File: config.mk
export PLATFORM = sky130hd
export DESIGN_NAME = ccm_distance
export DESIGN_NICKNAME = d
export VERILOG_FILES = /design/src/ccm_pkg.sv /design/src/ccm_distance.sv
export SDC_FILE = /design/constraint.sdc
export NUM_CORES = 2
export LEC_CHECK = 0
export ABC_AREA = 1
export ABC_CLOCK_PERIOD_IN_PS = 12700
export BUFFER_PORTS_ARGS = -buffer_cell sky130_fd_sc_hd__clkbuf_2
export CORE_ASPECT_RATIO = 0.7
export CORE_MARGIN = 4
export CORE_UTILIZATION = 55
export CTS_CLUSTER_DIAMETER = 120
export CTS_CLUSTER_SIZE = 28
export DETAILED_ROUTE_END_ITERATION = 8
export PLACE_DENSITY = 0.71
export SLEW_MARGIN = 25
export SYNTH_ARGS = -nofsm -noshare
export SYNTH_HDL_FRONTEND = slang
export SYNTH_SLANG_ARGS = --single-unit
File: constraint.sdc
create_clock -name i_clk -period 12.7 [get_ports i_clk]
set_input_delay 0 -clock i_clk [delete_from_list [all_inputs] [get_ports i_clk]]
set_output_delay 0 -clock i_clk [all_outputs]
set_load 0.01 [all_outputs]
File: src/ccm_pkg.sv
// ----------------------------------------------------------------------------
// ccm_pkg: shared types and constants of the complementary color matcher
// Holds the request and result payload structs and the configuration indexes.
// ----------------------------------------------------------------------------
package ccm_pkg;

    localparam int FIELD_W = 17;

    typedef struct packed {
        logic [FIELD_W-1:0] probe_red;
        logic [FIELD_W-1:0] probe_green;
        logic [FIELD_W-1:0] probe_blue;
        logic               use_complement;
    } t_request;

    typedef struct packed {
        logic               is_match;
        logic [FIELD_W-1:0] checked_red;
        logic [FIELD_W-1:0] checked_green;
        logic [FIELD_W-1:0] checked_blue;
    } t_result;

    typedef enum logic [1:0] {
        CFG_REF_RED   = 2'd0,
        CFG_REF_GREEN = 2'd1,
        CFG_REF_BLUE  = 2'd2,
        CFG_TOLERANCE = 2'd3
    } t_cfg_index;

    localparam logic [FIELD_W-1:0] TOLERANCE_RESET = 17'd6554;

endpackage

File: src/ccm_distance.sv
// ----------------------------------------------------------------------------
// ccm_distance: weighted distance compare
// Squares the channel differences, weights them and compares against the
// squared tolerance.
// ----------------------------------------------------------------------------
module ccm_distance #(
    parameter int FRACTION_BITS = 16
) (
    input  logic                   i_clk,
    input  logic                   i_rst_n,
    input  logic                   i_valid,
    input  logic [FRACTION_BITS:0] i_red,
    input  logic [FRACTION_BITS:0] i_green,
    input  logic [FRACTION_BITS:0] i_blue,
    input  logic [FRACTION_BITS:0] i_ref_red,
    input  logic [FRACTION_BITS:0] i_ref_green,
    input  logic [FRACTION_BITS:0] i_ref_blue,
    input  logic [16:0]            i_tolerance,
    output logic                   o_valid,
    output ccm_pkg::t_result       o_result
);
    import ccm_pkg::*;

    localparam int C_W = FRACTION_BITS + 1;
    localparam int S_W = 2 * C_W;
    localparam int D_W = S_W + 12;

    function automatic logic [C_W-1:0] absdiff(input logic [C_W-1:0] a,
                                               input logic [C_W-1:0] b);
        return (a > b) ? a - b : b - a;
    endfunction

    logic           r1_vld;
    logic [C_W-1:0] r1_d [3];
    logic [C_W-1:0] r1_c [3];
    logic [16:0]    r1_tol;
    always_ff @(posedge i_clk) begin
        if (!i_rst_n) begin
            r1_vld <= 1'b0;
        end else begin
            r1_vld <= i_valid;
        end
        r1_d[0] <= absdiff(i_red, i_ref_red);
        r1_d[1] <= absdiff(i_green, i_ref_green);
        r1_d[2] <= absdiff(i_blue, i_ref_blue);
        r1_c[0] <= i_red;
        r1_c[1] <= i_green;
        r1_c[2] <= i_blue;
        r1_tol  <= i_tolerance;
    end

    logic           r2_vld;
    logic [S_W-1:0] r2_sq [3];
    logic [33:0]    r2_tsq;
    logic [C_W-1:0] r2_c [3];
    always_ff @(posedge i_clk) begin
        if (!i_rst_n) begin
            r2_vld <= 1'b0;
        end else begin
            r2_vld <= r1_vld;
        end
        for (int k = 0; k < 3; k++) begin
            r2_sq[k] <= r1_d[k] * r1_d[k];
            r2_c[k]  <= r1_c[k];
        end
        r2_tsq <= r1_tol * r1_tol;
    end

    logic           r3_vld;
    logic [D_W-1:0] r3_w [3];
    logic [43:0]    r3_lim;
    logic [C_W-1:0] r3_c [3];
    always_ff @(posedge i_clk) begin
        if (!i_rst_n) begin
            r3_vld <= 1'b0;
        end else begin
            r3_vld <= r2_vld;
        end
        r3_w[0] <= D_W'(r2_sq[0]) * D_W'(299);
        r3_w[1] <= D_W'(r2_sq[1]) * D_W'(587);
        r3_w[2] <= D_W'(r2_sq[2]) * D_W'(114);
        r3_lim  <= 44'(r2_tsq) * 44'd1000;
        for (int k = 0; k < 3; k++) r3_c[k] <= r2_c[k];
    end

    logic [D_W+1:0] n_sum;
    logic           n_match;
    always_comb begin
        n_sum   = (D_W+2)'(r3_w[0]) + (D_W+2)'(r3_w[1]) + (D_W+2)'(r3_w[2]);
        n_match = ((D_W > 44) ? 64'(n_sum) : 64'(n_sum)) <= 64'(r3_lim);
    end

    logic    r4_vld;
    t_result r4_res;
    always_ff @(posedge i_clk) begin
        if (!i_rst_n) begin
            r4_vld <= 1'b0;
        end else begin
            r4_vld <= r3_vld;
        end
        r4_res.is_match      <= n_match;
        r4_res.checked_red   <= FIELD_W'(r3_c[0]);
        r4_res.checked_green <= FIELD_W'(r3_c[1]);
        r4_res.checked_blue  <= FIELD_W'(r3_c[2]);
    end

    assign o_valid  = r4_vld;
    assign o_result = r4_res;
endmodule

==> results.json <==
{
  "crit_buf_inv": 4,
  "die_h_um": 325,
  "drive_gt1_share_pct": 2.63,
  "grt_first_pass_wirelength_mm": 338,
  "ys_types": 60,
  "via_count": 61800,
  "clock-sinks": 573,
  "fp-row-count": 115,
  "synth_top_cell_area_share_pct": 28.8,
  "worstHoldEndpoint": "r1_c[0][20]",
  "fp.dieArea_sq_um": 149000,
  "path_common_cell": "fa_1",
  "yosysSeqAreaShare_pct": 14.6,
  "io_buffers": 174,
  "yosys_most_used_dff": "dfxtp_1",
  "drc": 0,
  "drt_iter0_drc": 5479,
  "r2r_cells": 19,
  "reg2reg_to": "r2_tsq[25]",
  "ff2ff_setup_slack_ps": 6330,
  "syn-instance-count": 9580,
  "yosys-top-cells-area": "fa_1, ha_1, dfxtp_1, inv_1, nand2_1",
  "yosysTopAreaCell": "fa_1",
  "drv_cap": 0,
  "worst_pin_slew_ps": 965,
  "syn2layout_area_growth_pct": 6.89,
  "slowest_delay_ps": 840,
  "clockRootBuffer": "clkbuf_16",
  "fin_nets": 12200,
  "slew_violations": 0,
  "utilization_pct": 59.6,
  "fin_crit_ps": 6370,
  "startpoint_type": "flop",
  "cts-buffers-inserted": 28,
  "chipWidth_um": 460,
  "grt_max_degree": 29,
  "grt_antenna_before_repair": 9,
  "dp_hpwl_mm": 177,
  "async_flop_share_pct": 0,
  "min-delay-start": "i_green[3]",
  "place_inst": 11500,
  "critPathArrivalTime_ps": 6940,
  "cp_top_family": "adder cells",
  "reg2reg_from": "r1_tol[12]",
  "ant_nets": 0,
  "crit_fanout": 18,
  "grt_pass1_vias": 62900,
  "cp_data_required_time_ps": 13270,
  "fin_crit_sh_pct": 50.1,
  "synth_most_common_cell": "inv_1",
  "final_cells": 11700,
  "drt-total-wl_mm": 207,
  "crit_path_end_kind": "flop",
  "status": "completed",
  "clk_latency_ps": 710,
  "cp_slowest_cell": "dfxtp_1",
  "setup_violations": 0,
  "clkSlewWorstSetupHoldPaths_ps": 110,
  "dr.pass1.iters": 6,
  "finalHoldViolations": 0,
  "fin_skew_ps": 36.0,
  "groute.usage.overall_pct": 28.0,
  "overflow": 0,
  "worstSetupPathType": "reg -> reg",
  "core-area_sq_um": 141000,
  "routabilityCongestion": 1.01,
  "routedWlPerCell_um": 17.7,
  "max_clock_freq_mhz": 157,
  "yosysWarnings": 0,
  "postCtsSetupBuffers": 0,
  "ys_seq_elements": 573,
  "cts_tree": "built",
  "slew_headroom_pct": 34.7,
  "via_per_inst": 5.29,
  "min_path_type": "in -> reg",
  "rsz0062_at_grt": "no",
  "synthesis.area_sq_um": 78800,
  "synth.avg_cell_area_sq_um": 8.22,
  "io-pin-count": 175,
  "synth_edf_count": 0,
  "clockBufferDepth": 3,
  "layout_setup_ws_ps": 6330,
  "synthTopCellsByCount": "inv_1, nand2_1, fa_1, ha_1, dfxtp_1",
  "h-tree-depth": 1,
  "start_util_pct": 55.7,
  "dp_worst_setup_slack_ps": 6420,
  "fin_tns_setup_ps": 0,
  "path_cells": "nand2_1 > fa_1 > inv_1 > fa_1 > inv_1 > fa_1 > fa_1 > fa_1 > inv_1 > fa_1 > ha_1 > a21oi_1 > a21boi_0 > o21ai_0 > a21oi_1 > inv_1 > a21boi_1 > o21ai_0 > xor2_1",
  "cp.depth": 19,
  "hold_depth": 2
}
## cells by family (layout without fill, tap and decap cells)
logic type | count (synthesis) | after routing | share of synthesized area (%)
and+or+nand+nor | 2695 | 2695 | 13.7
buffers and inverters | 2510 | 2750 | 12.1
adders and majority gates | 2264 | 2264 | 46.8
AOI/OAI and AO/OA | 1112 | 1112 | 8.17
DFF | 573 | 573 | 14.6
xor gates and xnor gates | 421 | 421 | 4.68
muxes | 3 | 3 | 0.0381
other | 2 | 9 | 0.00954
## cell usage in the layout, fill, tap and decap left out, drive strengths merged, types with 28 or more instances in the layout
cell,synthesis,layout
a21o,91,91
dfxtp,573,573
nor3,58,58
fa,1132,1132
xnor2,131,131
ha,1132,1132
a21oi,463,463
o21bai,73,73
clkbuf,136,204
nand3,194,194
inv,2333,2338
dlygate4sd3,0,200
nand4,58,58
xor2,290,290
o21ai,290,290
nand2,1776,1776
nor2,550,550
a21boi,28,28
a31oi,76,76
## timing repair
item | CTS | global route
setup endpoints to repair | 0 | 0
hold buffers | 200 | 0
hold endpoints to repair | 122 | 0
gates resized for setup | 0 | 0
## metal layers
metal / global-route usage, % / up-vias / wire [um]
li1: - / 29700 / -
met1: 44.7 / 29800 / 103000
met2: 39.9 / 2103 / 83300
met3: 5.75 / 162 / 18500
met4: 3.18 / 0 / 2210
met5: 0 / - / 0
## final cells by class
class	count	area, sq um
Multi-Input combinational cell	6503	57800
Fill cell	12600	57100
Sequential cell	573	11500
Inverter	2333	8760
Timing Repair Buffer	375	2880
Tap cell	1872	2340
Clock buffer	30	718
Clock inverter	12	198
Antenna cell	1	2.50
## worst max path at each step
stage                     slack [ps]      endpoint         from
after detailed placement        6420  r2_sq[0][62]  r1_d[0][31]
after global placement          6510  r2_sq[0][62]  r1_d[0][31]
after CTS                       6370  r2_sq[0][62]  r1_d[0][31]
final                           6330    r2_tsq[25]   r1_tol[12]
after global routing            5980  r2_sq[0][67]  r1_d[0][21]
after floorplan                 7050    r2_tsq[25]    r1_tol[4]
## registers in the layout, indices dropped and copies added, names as in the netlist
signal and flops:
r3_lim 40, r1_tol 17, r2_vld 1, r3_c 51
r1_vld 1, r3_w 124, o_valid 1, r2_tsq 33
r3_vld 1, r2_sq 99, r2_c 51, r1_d 51
o_result 52, r1_c 51
## per-stage QoR
stage          hold slack [ps]  area, sq um
3_5_place_dp               104        81300
5_1_grt                   14.3        84200
3_3_place_gp               102        81300
4_1_cts                   2.09        84200
6_report                  35.5        84200
2_1_floorplan             27.7        78800
Power is left out: the tool's default activity adds up to more than one toggle a clock period on the data nets, which glitch-free logic cannot reach.
